==> src/design/imu_cal_pkg.sv <==
// ---------------------------------------------------------------------------
// IMU calibration package
// Widths, fixed-point constants and sequencer states.
// ---------------------------------------------------------------------------
package imu_cal_pkg;

  localparam int SAMPLE_WIDTH_DEF  = 24;
  localparam int COUNTER_WIDTH_DEF = 16;
  localparam int DT_W              = 20;
  localparam int CFG_W             = 16;
  localparam int OUT_W             = 224;
  localparam int DIVD_W            = 53;

  localparam logic [CFG_W-1:0] CFG_RESET = 16'd100;

  localparam logic [26:0] RATE_K  = 27'd74961321;  // pi/180 in Q32
  localparam logic [19:0] ACC_K   = 20'd642908;    // 9.81 in Q16
  localparam logic signed [32:0] GRAV_Q16 = 33'sd642908;

  localparam logic signed [41:0] PI_Q28     = 42'sd843314857;
  localparam logic signed [41:0] TWO_PI_Q28 = 42'sd1686629713;
  localparam logic [13:0] YAW_DIV = 14'd15625;
  localparam logic [12:0] YAW_RND = 13'd7812;

  localparam logic signed [31:0] I32_MAX = 32'sh7FFF_FFFF;
  localparam logic signed [31:0] I32_MIN = 32'sh8000_0000;
  localparam logic signed [47:0] SUM_MAX = 48'sh7FFF_FFFF_FFFF;
  localparam logic signed [47:0] SUM_MIN = 48'sh8000_0000_0000;

  localparam logic KIND_SAMPLE = 1'b0;
  localparam logic KIND_START  = 1'b1;

  typedef enum logic [13:0] {
    ST_IDLE   = 14'b00000000000001,
    ST_MLOAD  = 14'b00000000000010,
    ST_MUL    = 14'b00000000000100,
    ST_SCALE  = 14'b00000000001000,
    ST_ACC    = 14'b00000000010000,
    ST_DLOAD  = 14'b00000000100000,
    ST_DIV    = 14'b00000001000000,
    ST_DOFF   = 14'b00000010000000,
    ST_CORR   = 14'b00000100000000,
    ST_YMLOAD = 14'b00001000000000,
    ST_YDLOAD = 14'b00010000000000,
    ST_YAW1   = 14'b00100000000000,
    ST_YAW2   = 14'b01000000000000,
    ST_OUT    = 14'b10000000000000
  } state_t;

endpackage

==> src/design/imu_bias_calibrate_yaw_integrate_top.sv <==
// Each of the six axes of a sample beat is scaled by a bit-serial shift-add
// multiplier, one multiplier bit per cycle, and the yaw step goes through the
// same multiplier, with the 20-bit delta_time as the multiplier, and then a
// restoring divider, one quotient bit per cycle over 53 bits. The sample that
// completes a calibration also runs the six offset divisions on that divider.
// A start beat yields no result and leaves the block ready for the next beat.
// The finished result sits in an output register, so the next beat is taken
// while it waits.
// ---------------------------------------------------------------------------
// IMU bias calibration and yaw integration
// Scales six IMU axes, averages biases on request, integrates yaw.
// ---------------------------------------------------------------------------
module imu_bias_calibrate_yaw_integrate_top #(
  parameter int SAMPLE_WIDTH  = imu_cal_pkg::SAMPLE_WIDTH_DEF,
  parameter int COUNTER_WIDTH = imu_cal_pkg::COUNTER_WIDTH_DEF,
  localparam int IN_W = ((6 * SAMPLE_WIDTH + imu_cal_pkg::DT_W + 7) / 8) * 8
) (
  input  logic                            clk,
  input  logic                            rst_n,
  input  logic                            in_tvalid,
  output logic                            in_tready,
  // gyro_x, gyro_y, gyro_z, acc_x, acc_y, acc_z, delta_time
  input  logic [IN_W-1:0]                 in_tdata,
  // kind
  input  logic [0:0]                      in_tuser,
  output logic                            out_tvalid,
  input  logic                            out_tready,
  // rate_x, rate_y, rate_z, accel_x, accel_y, accel_z, heading
  output logic [imu_cal_pkg::OUT_W-1:0]   out_tdata,
  // calib_done, calibrating
  output logic [1:0]                      out_tuser,
  input  logic                            cfg_wr_en,
  input  logic [imu_cal_pkg::CFG_W-1:0]   cfg_wr_data
);
  import imu_cal_pkg::*;

  localparam int SW    = SAMPLE_WIDTH;
  localparam int CW    = COUNTER_WIDTH;
  localparam int MB_W  = (SW > DT_W) ? SW : DT_W;
  localparam int MUL_W = (SW + 27 > DIVD_W) ? SW + 27 : DIVD_W;
  localparam int DV_W  = (CW > 14) ? CW : 14;
  localparam int BC_W  = $clog2(DIVD_W);
  localparam logic [31:0] CMAX = 32'((64'd1 << CW) - 64'd1);

  state_t state_r, state_nxt;

  logic [CFG_W-1:0]    cfg_r;
  logic                active_r;
  logic [CW-1:0]       count_r;
  logic [CW-1:0]       latched_r;
  logic                done_r;
  logic [2:0]          axis_r;
  logic [BC_W-1:0]     bcnt_r;
  logic                ph_yaw_r;
  logic                out_tvalid_r;

  logic signed [47:0]  sum_r [6];
  logic signed [31:0]  off_r [6];
  logic signed [31:0]  prev_r;
  logic signed [31:0]  yaw_r;

  logic signed [SW-1:0] raw_r [6];
  logic [DT_W-1:0]      dt_r;
  logic signed [31:0]   val_r [6];
  logic [MUL_W-1:0]     mcand_r;
  logic [MB_W-1:0]      mplier_r;
  logic [MUL_W-1:0]     prod_r;
  logic [DIVD_W-1:0]    dq_r;
  logic [DV_W-1:0]      rem_r;
  logic [DV_W-1:0]      dvs_r;
  logic                 dsign_r;
  logic signed [41:0]   y_r;
  logic [OUT_W-1:0]     out_tdata_r;
  logic [1:0]           out_tuser_r;

  logic                 in_acc, out_free, cnt_hit, last_axis, neg_axis;
  logic [CW-1:0]        n_sel;
  logic signed [SW-1:0] raw_sel;
  logic [SW-1:0]        raw_mag;
  logic [MUL_W:0]       rnd_pre, mag_s;
  logic signed [31:0]   r_clip, scaled;
  logic signed [47:0]   sum_add [6];
  logic signed [48:0]   add49;
  logic signed [32:0]   at33, d33;
  logic signed [31:0]   corr [6];
  logic signed [47:0]   s_sel;
  logic [47:0]          s_mag;
  logic signed [32:0]   t33;
  logic [32:0]          t_mag;
  logic [DV_W:0]        rem_sh;
  logic                 rem_ge;
  logic signed [31:0]   q_off;
  logic signed [41:0]   inc42, y_wrap;
  logic signed [31:0]   yaw_sat;

  function automatic logic signed [31:0] clip_mag(input logic neg, input logic [63:0] mag);
    logic signed [31:0] res;
    if (!neg) begin
      res = (mag > 64'h7FFF_FFFF) ? I32_MAX : mag[31:0];
    end else begin
      res = (mag > 64'h8000_0000) ? I32_MIN : -mag[31:0];
    end
    return res;
  endfunction

  assign in_tready  = (state_r == ST_IDLE);
  assign in_acc     = in_tvalid && in_tready;
  assign out_free   = !out_tvalid_r || out_tready;
  assign out_tvalid = out_tvalid_r;
  assign out_tdata  = out_tdata_r;
  assign out_tuser  = out_tuser_r;
  assign cnt_hit    = (CW'(count_r + 1'b1) == latched_r);
  assign last_axis  = (axis_r == 3'd5);
  assign neg_axis   = (axis_r != 3'd1) && (axis_r != 3'd4);

  always_comb begin
    if (cfg_r == '0) begin
      n_sel = CW'(1);
    end else if (32'(cfg_r) > CMAX) begin
      n_sel = CMAX[CW-1:0];
    end else begin
      n_sel = CW'(cfg_r);
    end
  end

  // scale rounding, clipping and axis negation
  always_comb begin
    raw_sel = raw_r[axis_r];
    raw_mag = raw_sel[SW-1] ? SW'(-raw_sel) : SW'(raw_sel);
    if (axis_r < 3'd3) begin
      rnd_pre = {1'b0, prod_r} + (MUL_W+1)'(24'h80_0000);
      mag_s   = rnd_pre >> 24;
    end else begin
      rnd_pre = {1'b0, prod_r} + (MUL_W+1)'(16'h8000);
      mag_s   = rnd_pre >> 16;
    end
    r_clip = clip_mag(raw_sel[SW-1], 64'(mag_s));
    if (neg_axis) begin
      scaled = (r_clip == I32_MIN) ? I32_MAX : -r_clip;
    end else begin
      scaled = r_clip;
    end
  end

  // saturating sums and corrections
  always_comb begin
    for (int i = 0; i < 6; i++) begin
      at33 = 33'(val_r[i]) - ((i == 5) ? GRAV_Q16 : 33'sd0);
      add49 = 49'(sum_r[i]) + 49'(at33);
      if (add49[48] != add49[47]) begin
        sum_add[i] = add49[48] ? SUM_MIN : SUM_MAX;
      end else begin
        sum_add[i] = add49[47:0];
      end
      d33 = 33'(val_r[i]) - 33'(off_r[i]);
      if (d33[32] != d33[31]) begin
        corr[i] = d33[32] ? I32_MIN : I32_MAX;
      end else begin
        corr[i] = d33[31:0];
      end
    end
  end

  always_comb begin
    s_sel  = sum_r[axis_r];
    s_mag  = s_sel[47] ? 48'(-s_sel) : 48'(s_sel);
    t33    = 33'(val_r[2]) + 33'(prev_r);
    t_mag  = t33[32] ? 33'(-t33) : 33'(t33);
    rem_sh = {rem_r, dq_r[DIVD_W-1]};
    rem_ge = (rem_sh >= {1'b0, dvs_r});
    q_off  = clip_mag(dsign_r, 64'(dq_r));
    inc42  = dsign_r ? -42'({1'b0, dq_r[40:0]}) : 42'({1'b0, dq_r[40:0]});
    if (y_r > PI_Q28) begin
      y_wrap = y_r - TWO_PI_Q28;
    end else if (y_r < -PI_Q28) begin
      y_wrap = y_r + TWO_PI_Q28;
    end else begin
      y_wrap = y_r;
    end
    if (y_wrap > 42'(I32_MAX)) begin
      yaw_sat = I32_MAX;
    end else if (y_wrap < 42'(I32_MIN)) begin
      yaw_sat = I32_MIN;
    end else begin
      yaw_sat = y_wrap[31:0];
    end
  end

  always_comb begin
    state_nxt = state_r;
    unique case (state_r)
      ST_IDLE: begin
        if (in_acc && (in_tuser[0] == KIND_SAMPLE)) state_nxt = ST_MLOAD;
      end
      ST_MLOAD:  state_nxt = ST_MUL;
      ST_MUL: begin
        if (bcnt_r == BC_W'(MB_W - 1)) state_nxt = ph_yaw_r ? ST_YDLOAD : ST_SCALE;
      end
      ST_SCALE:  state_nxt = last_axis ? ST_ACC : ST_MLOAD;
      ST_ACC:    state_nxt = (active_r && cnt_hit) ? ST_DLOAD : ST_CORR;
      ST_DLOAD:  state_nxt = ST_DIV;
      ST_DIV: begin
        if (bcnt_r == BC_W'(DIVD_W - 1)) state_nxt = ph_yaw_r ? ST_YAW1 : ST_DOFF;
      end
      ST_DOFF:   state_nxt = last_axis ? ST_CORR : ST_DLOAD;
      ST_CORR:   state_nxt = ST_YMLOAD;
      ST_YMLOAD: state_nxt = ST_MUL;
      ST_YDLOAD: state_nxt = ST_DIV;
      ST_YAW1:   state_nxt = ST_YAW2;
      ST_YAW2:   state_nxt = ST_OUT;
      ST_OUT: begin
        if (out_free) state_nxt = ST_IDLE;
      end
      default:   state_nxt = ST_IDLE;
    endcase
  end

  // control and architectural state
  always_ff @(posedge clk) begin
    if (!rst_n) begin
      state_r      <= ST_IDLE;
      cfg_r        <= CFG_RESET;
      active_r     <= 1'b0;
      count_r      <= '0;
      latched_r    <= CW'(1);
      done_r       <= 1'b0;
      axis_r       <= '0;
      bcnt_r       <= '0;
      ph_yaw_r     <= 1'b0;
      out_tvalid_r <= 1'b0;
      prev_r       <= '0;
      yaw_r        <= '0;
      for (int i = 0; i < 6; i++) begin
        sum_r[i] <= '0;
        off_r[i] <= '0;
      end
    end else begin
      state_r <= state_nxt;
      if (cfg_wr_en) cfg_r <= cfg_wr_data;
      if ((state_r == ST_OUT) && out_free) begin
        out_tvalid_r <= 1'b1;
      end else if (out_tready) begin
        out_tvalid_r <= 1'b0;
      end
      unique case (state_r)
        ST_IDLE: begin
          if (in_acc) begin
            axis_r   <= '0;
            ph_yaw_r <= 1'b0;
            done_r   <= 1'b0;
            if ((in_tuser[0] == KIND_START) && !active_r) begin
              active_r  <= 1'b1;
              count_r   <= '0;
              latched_r <= n_sel;
              for (int i = 0; i < 6; i++) sum_r[i] <= '0;
            end
          end
        end
        ST_MLOAD, ST_DLOAD, ST_YDLOAD: bcnt_r <= '0;
        ST_MUL, ST_DIV: bcnt_r <= bcnt_r + 1'b1;
        ST_SCALE: axis_r <= last_axis ? 3'd0 : axis_r + 3'd1;
        ST_ACC: begin
          if (active_r) begin
            for (int i = 0; i < 6; i++) sum_r[i] <= sum_add[i];
            count_r <= count_r + 1'b1;
            if (cnt_hit) begin
              done_r <= 1'b1;
              axis_r <= '0;
            end
          end
        end
        ST_DOFF: begin
          off_r[axis_r] <= q_off;
          axis_r <= last_axis ? 3'd0 : axis_r + 3'd1;
          if (last_axis) begin
            active_r <= 1'b0;
            prev_r   <= '0;
            yaw_r    <= '0;
          end
        end
        ST_CORR: ;
        ST_YMLOAD: begin
          bcnt_r   <= '0;
          ph_yaw_r <= 1'b1;
        end
        ST_YAW1: ;
        ST_YAW2: begin
          yaw_r  <= yaw_sat;
          prev_r <= val_r[2];
        end
        ST_OUT: ;
        default: ;
      endcase
    end
  end

  // datapath
  always_ff @(posedge clk) begin
    unique case (state_r)
      ST_IDLE: begin
        if (in_acc) begin
          for (int i = 0; i < 6; i++) raw_r[i] <= in_tdata[i*SW +: SW];
          dt_r <= in_tdata[6*SW +: DT_W];
        end
      end
      ST_MLOAD: begin
        mcand_r  <= (axis_r < 3'd3) ? MUL_W'(RATE_K) : MUL_W'(ACC_K);
        mplier_r <= MB_W'(raw_mag);
        prod_r   <= '0;
      end
      ST_MUL: begin
        if (mplier_r[0]) prod_r <= prod_r + mcand_r;
        mcand_r  <= mcand_r << 1;
        mplier_r <= mplier_r >> 1;
      end
      ST_SCALE: val_r[axis_r] <= scaled;
      ST_ACC: ;
      ST_DLOAD: begin
        dq_r    <= DIVD_W'(s_mag) + DIVD_W'(latched_r >> 1);
        dvs_r   <= DV_W'(latched_r);
        rem_r   <= '0;
        dsign_r <= s_sel[47];
      end
      ST_DIV: begin
        rem_r <= rem_ge ? DV_W'(rem_sh - {1'b0, dvs_r}) : rem_sh[DV_W-1:0];
        dq_r  <= {dq_r[DIVD_W-2:0], rem_ge};
      end
      ST_DOFF: ;
      ST_CORR: begin
        for (int i = 0; i < 6; i++) val_r[i] <= corr[i];
      end
      ST_YMLOAD: begin
        mcand_r  <= MUL_W'(t_mag);
        mplier_r <= MB_W'(dt_r);
        prod_r   <= '0;
        dsign_r  <= t33[32];
      end
      ST_YDLOAD: begin
        dq_r  <= {prod_r[DIVD_W-2:0], 1'b0} + DIVD_W'(YAW_RND);
        dvs_r <= DV_W'(YAW_DIV);
        rem_r <= '0;
      end
      ST_YAW1: y_r <= 42'(yaw_r) + inc42;
      ST_YAW2: ;
      ST_OUT: begin
        if (out_free) begin
          out_tdata_r <= {yaw_r, val_r[5], val_r[4], val_r[3], val_r[2], val_r[1], val_r[0]};
          out_tuser_r <= {active_r, done_r};
        end
      end
      default: ;
    endcase
  end

endmodule

==> config.mk <==
export PLATFORM = sky130hd
export DESIGN_NAME = imu_bias_calibrate_yaw_integrate_top
export DESIGN_NICKNAME = d
export VERILOG_FILES = /design/src/design/imu_cal_pkg.sv /design/src/design/imu_bias_calibrate_yaw_integrate_top.sv
export SDC_FILE = /design/constraint.sdc
export NUM_CORES = 2
export LEC_CHECK = 0
export ABC_AREA = 1
export ABC_CLOCK_PERIOD_IN_PS = 14200
export BUFFER_PORTS_ARGS = -buffer_cell sky130_fd_sc_hd__buf_2
export CELL_PAD_IN_SITES_DETAIL_PLACEMENT = 0
export CELL_PAD_IN_SITES_GLOBAL_PLACEMENT = 1
export CORE_MARGIN = 8
export CORE_UTILIZATION = 49
export CTS_BUF_LIST = sky130_fd_sc_hd__clkbuf_4 sky130_fd_sc_hd__clkbuf_8
export DETAILED_ROUTE_END_ITERATION = 12
export MAX_ROUTING_LAYER = met4
export PLACE_DENSITY_LB_ADDON = 0.05
export SYNTH_ARGS = -nofsm -noshare
export SYNTH_HDL_FRONTEND = slang
export SYNTH_SLANG_ARGS = --single-unit
==> constraint.sdc <==
create_clock -name clk -period 14.2 [get_ports clk]
set_input_delay 2.84 -clock clk [delete_from_list [all_inputs] [get_ports clk]]
set_output_delay 2.84 -clock clk [all_outputs]
set_load 0.02 [all_outputs]
* After elaboration in Yosys (flattened, before gate mapping) *
Memory sizes are Yosys's and may differ from the RTL's. A register that Yosys moved wholly into a read port is not among the register bits.
Index checks and enable logic that the tools add are counted.

storage, ports and cells
  flip-flop bits (word level) = 643
  memory bits (writable) = 816
  input bits = 190
  output and inout port bits = 228
  word-level logic and storage cells = 295
  memories = 4

memory list
  name   words  width  rd ports  clocked after memory_dff  write ports  RTL line                                    source
  sum_r  6      48     7         1                         6            imu_bias_calibrate_yaw_integrate_top.sv:57  logic signed [47:0] sum_r [6];
  off_r  6      32     6         0                         6            imu_bias_calibrate_yaw_integrate_top.sv:58  logic signed [31:0] off_r [6];
  val_r  6      32     6         0                         6            imu_bias_calibrate_yaw_integrate_top.sv:64  logic signed [31:0] val_r [6];
  raw_r  6      24     1         1                         6            imu_bias_calibrate_yaw_integrate_top.sv:62  logic signed [SW-1:0] raw_r [6];

operators by class
  add/subtract/negate cells = 33
  $lt $le $gt $ge = 10
  eq/ne operators = 43
  muxes and demuxes = 128
  bitwise logic cells = 13
  reductions and logical operators = 41

operators with widths
  cell                                                                     count
  48-bit two-way mux                                                       25
  32-bit two-way mux                                                       25
  53-bit case mux with 3 select lines                                      2
  48-bit by 32-bit adder with 49-bit output                                5
  32-bit by 32-bit subtractor with 33-bit output                           6
  14-bit case mux with 12 select lines                                     1
  32-bit case mux with 2 select lines                                      2
  42-bit two-way mux                                                       3
  53-bit case mux with 2 select lines                                      1
  32-bit negation                                                          3
  16-bit case mux with 2 select lines                                      3
  16-bit two-way mux                                                       5
  24-bit case mux with 3 select lines                                      1
  32-bit OR reduction                                                      2
  14-bit two-way mux                                                       4
  53-bit by 16-bit adder with 54-bit output (second input constant)        1
  53-bit by 24-bit adder with 54-bit output (second input constant)        1
  54-bit by 31-bit > comparator with 1-bit output (second input constant)  1
  54-bit by 32-bit > comparator with 1-bit output (second input constant)  1
  53-bit by 13-bit adder with 53-bit output (second input constant)        1
  53-bit adder                                                             1
  53-bit by 31-bit > comparator with 1-bit output (second input constant)  1
  53-bit by 32-bit > comparator with 1-bit output (second input constant)  1
  53-bit two-way mux                                                       1
  other kinds (71)                                                         171

* Longest topological paths before layout *
  depth after elaboration = 9
  mapped depth = 35
  gate-level depth less buffers = 31

* Worst setup path before layout *
Ideal clock, no wire load.

  path kind = input to register
  start = input out_tready
  end = register out_tdata_r[0] (netlist: out_tdata[0]), read port of val_r, enable pin
  library setup time = 0.818 ns
  arrival = 12.199 ns
  data required time = 13.382 ns
  slack = 1.184 ns
  stages on the path = 2
  buffers on the path = 0
  path through = nor2_1 -> nor2_1

on the way
  word-level cells in the longest chain between the ends = 2

ends and longest elaborated chain
  what                                  RTL line                                     source
  from (decl)                           imu_bias_calibrate_yaw_integrate_top.sv:27   input logic out_tready,
  1-bit logical OR                      imu_bias_calibrate_yaw_integrate_top.sv:108  assign out_free = !out_tvalid_r || out_tready;
  2-bit AND reduction (no source line)  --
  to (decl)                             imu_bias_calibrate_yaw_integrate_top.sv:73   logic [OUT_W-1:0] out_tdata_r;

No other way between the ends.
A chain may end at the register's enable or synchronous reset.

==> run_results.csv <==
group,metric,value,unit
synthesis,dominant_cells_by_area_after_synthesis,"edfxtp_1, nand2_1, ha_1",
pwr,power_per_unit_of_standard_cell_area,109,nW/um^2
setup_path,crit_slowest_cell,"o21ai_0",
floorplan,rows,171,
sta,setup_slack_of_the_critical_path_after_layout,6.71,ns
synthesis,synth_commonest_cells,"nand2_1, inv_1, edfxtp_1",
global_route,grt_start_max_net_pins,158,
detailed_routing,first_iter_violations,11700,
global_route,grt_antenna_before_repair,48,
placed_design,dpl_worst_slack,6.93,ns
clock_network,postCtsResizedCells,0,
placed_design,placedInstanceArea,112000,sq um
setup_path,cp_dominant_cell_by_count,"nand2_1",
placed_design,gp_congestion,1.06,
synthesis,synth_area_per_cell,7.71,sq um
synthesis,synth_top_cell_by_area,"edfxtp_1",
setup_path,critical_path_arrival,8.20,ns
global_route,grtUsageTotal,0.368,
floorplan,design.portCount,418,
setup_path,path_max_fanout,78,
global_route,via_count_of_the_first_global_routing_pass,96600,
clock_network,cts_max_level,5,
pwr,power,12.8,mW
detailed_routing,detail_route.wirelength,440000,um
synthesis,synth_seq_cells,1462,
run_status,run_status,"completed",
setup_path,crit_path_end_kind,"flop",
cells_and_area,fillerInstances,20700,
pwr,seqPwrFrac,0.420,
setup_path,worstRegToRegCells,29,
worst_hold_path,timing.hold.worst.start,"yaw_r[3]$_SDFFE_PN0P_",
setup_path,worst_ep_required_time,14.91,ns
clock_network,clock-root-buffer,"clkbuf_8",
floorplan,placeableCoreArea,217000,sq um
placed_design,post-place-cells,16900,
pwr,clock_power_share,0.341,
sta,hold_violations,0,
clock_network,worstSkewPairLatency,1.07,ns
synthesis,postSynth.asyncResetShare,0,
pwr,cellInternalPower,8.40,mW
sta,slew_headroom,0.0603,
sta,setup_tns,0,ns
run,maximum_capacitance_violations,0,
global_route,grt-ovfl-total,0,
clock_network,cts_hold_buffers,0,
cells_and_area,syn_to_final_growth,10.0,%
sta,max_freq,0.134,GHz
placed_design,dp.final_hpwl,335000,um
global_route,grt_pass1_wl,631000,um
pwr,max-vdd-ir-drop,0.163,mV
sta,finalCriticalPeriod,7.49,ns
detailed_routing,wl_per_cell,25.3,um
placed_design,port-buffer-count,413,
synthesis,yosysWarningCount,0,
clock_network,number_of_buffers_added_by_the_clock_tree_synthesis_step,287,
synthesis,synth.lib_cells_used.distinct,69,
synthesis,top_count_cell_post_synth,"nand2_1",
detailed_routing,drt_pre_antenna_iters,8,
sta,finalClockSkew,0.0913,ns
clock_network,clock_path_buffers,4,
setup_path,r2r_slack,6.71,ns
cells_and_area,post-route-util,0.542,
setup_path,timing.critical_path.from_type,"flop",
cells_and_area,fin_area,118000,sq um
cells_and_area,layout-drive-gt1-share,0.0827,
sta,final.hold.worst_slack,0.436,ns
worst_hold_path,worstHoldPathType,"flop to flop",
setup_path,critPathMaxStageDelay,0.73,ns
clock_network,clkSlewWorstSetupHoldPaths,0.06,ns
pwr,sw_frac_of_total,0.342,
detailed_routing,vias,103000,
sta,timing_max_transition_violations_final,0,
detailed_routing,antenna_violating_nets_post_route,0,
sta,final_cycle_utilization_of_the_critical_path,0.527,
clock_network,cts_sink_count,1462,
floorplan,floorplan.die.width,483,um
floorplan,dieArea,233000,sq um
clock_network,post-cts-setup-buffers,0,
setup_path,timing_worst_setup_path_type,"flop to flop",
cells_and_area,nets,15200,
worst_hold_path,worstHoldPathCells,0,
sta,setup_viol,0,
clock_network,tritoncts,"built",
floorplan,die_y,483,um
sta,setup_repair_after_global_routing_missed_its_margin,"false",
worst_hold_path,min_to,"out_tdata[195]$_DFFE_PP_",
detailed_routing,remaining_drc_errors,0,
synthesis,synth.yosys.seq_area_share,0.398,
pwr,power_switching,4.38,mW
synthesis,synth.cell_area,107000,sq um
pwr,combPwrFrac,0.239,
detailed_routing,avgViaCountPerCell,5.90,
synthesis,netlist_instances,13900,
synthesis,synth_edf_count,1320,
pwr,leakage_dissipation,51.6,nW
sta,worstMarginPinSlew,1.41,ns
synthesis,synth.top_cell.area_share,0.371,
setup_path,worst_r2r_endpoint,"dq_r[32]$_DFFE_PP_",
cells_and_area,fin_cells,17400,
floorplan,initial_core_util,0.493,
synthesis,ys_dominant_reg_cell,"edfxtp_1",
synthesis,mappedNetlistNets,14800,
==> critical path: cells and delay by family, from the launching register on <==
kind | cells | cell delay (ns)
simple gates | 17 | 2.64
compound gates | 5 | 1.79
buf+inv | 4 | 1.37
fa+ha+maj | 2 | 0.65
flops | 1 | 0.53
xor+xnor | 1 | 0.17
==> how the worst max path moves through the flow <==
stage | endpoint | startpoint | slack [ns]
after global placement | dq_r[32]$_DFFE_PP_ | flop | 6.97
final | dq_r[32]$_DFFE_PP_ | flop | 6.71
after floorplan | out_tdata[0]$_DFFE_PP_ | out_tready | 1.18
after CTS | dq_r[32]$_DFFE_PP_ | flop | 6.90
after global routing | dq_r[36]$_DFFE_PP_ | flop | 6.27
after detailed placement | dq_r[32]$_DFFE_PP_ | flop | 6.93
==> kinds of logic after synthesis <==
kind of cell | synth area share
simple gates | 0.234
compound gates | 0.148
buf+inv | 0.0772
flops | 0.398
fa+ha+maj | 0.0851
xor+xnor | 0.0583
==> flip-flops by register name, summed over array words and instances, names as in the netlist, 20 cells and up, named ones only <==
| name | flops |
|---|---|
| sum_r | 288 |
| prev_r | 32 |
| dt_r | 20 |
| mcand_r | 53 |
| prod_r | 53 |
| raw_r | 144 |
| dq_r | 53 |
| out_tdata | 224 |
| off_r | 192 |
| y_r | 42 |
| yaw_r | 32 |
| val_r | 192 |
| mplier_r | 24 |
==> power groups by stage <==
stage	combinational [mW]	clock [mW]	sequential, mW
after detailed placement	2.98	0	5.45
after global placement	2.94	0	5.44
after floorplan	1.91	0	5.48
after global routing	3.29	4.57	5.38
final	3.05	4.36	5.37
after CTS	2.99	4.41	5.36
==> area by class of cell <==
type | instances | area, sq um | share of cell area
diodes | 41 | 103 | 0.000873
inverters | 1745 | 6560 | 0.0558
clock inverters | 120 | 881 | 0.00749
well taps | 2854 | 3570 | 0.0304
multi-input cells | 10300 | 56300 | 0.479
repair buffers | 529 | 2950 | 0.0251
clock buffers | 379 | 4730 | 0.0403
flip-flops and latches | 1462 | 42500 | 0.361
==> cells in the final DEF (no fill, tap or decap), types with 274 or more instances in the layout <==
| master | instances |
|---|---|
| nand2_1 | 3431 |
| inv_1 | 1721 |
| edfxtp_1 | 1320 |
| nor2_1 | 1315 |
| a21oi_1 | 1163 |
| o21ai_0 | 776 |
| nand3_1 | 723 |
| ha_1 | 700 |
| xor2_1 | 437 |
| buf_2 | 413 |
| clkbuf_8 | 302 |
| xnor2_1 | 274 |
==> routing by layer <==
metal / vias to the layer above / wire length [um] / global-route usage
met1: 48800 / 175000 / 0.461
met4: 0 / 27400 / 0.190
met5: - / 0 / -
met3: 960 / 46600 / 0.0937
li1: 47800 / - / -
met2: 4990 / 190000 / 0.551
No activity file was read; power rests on OpenSTA's default activity.
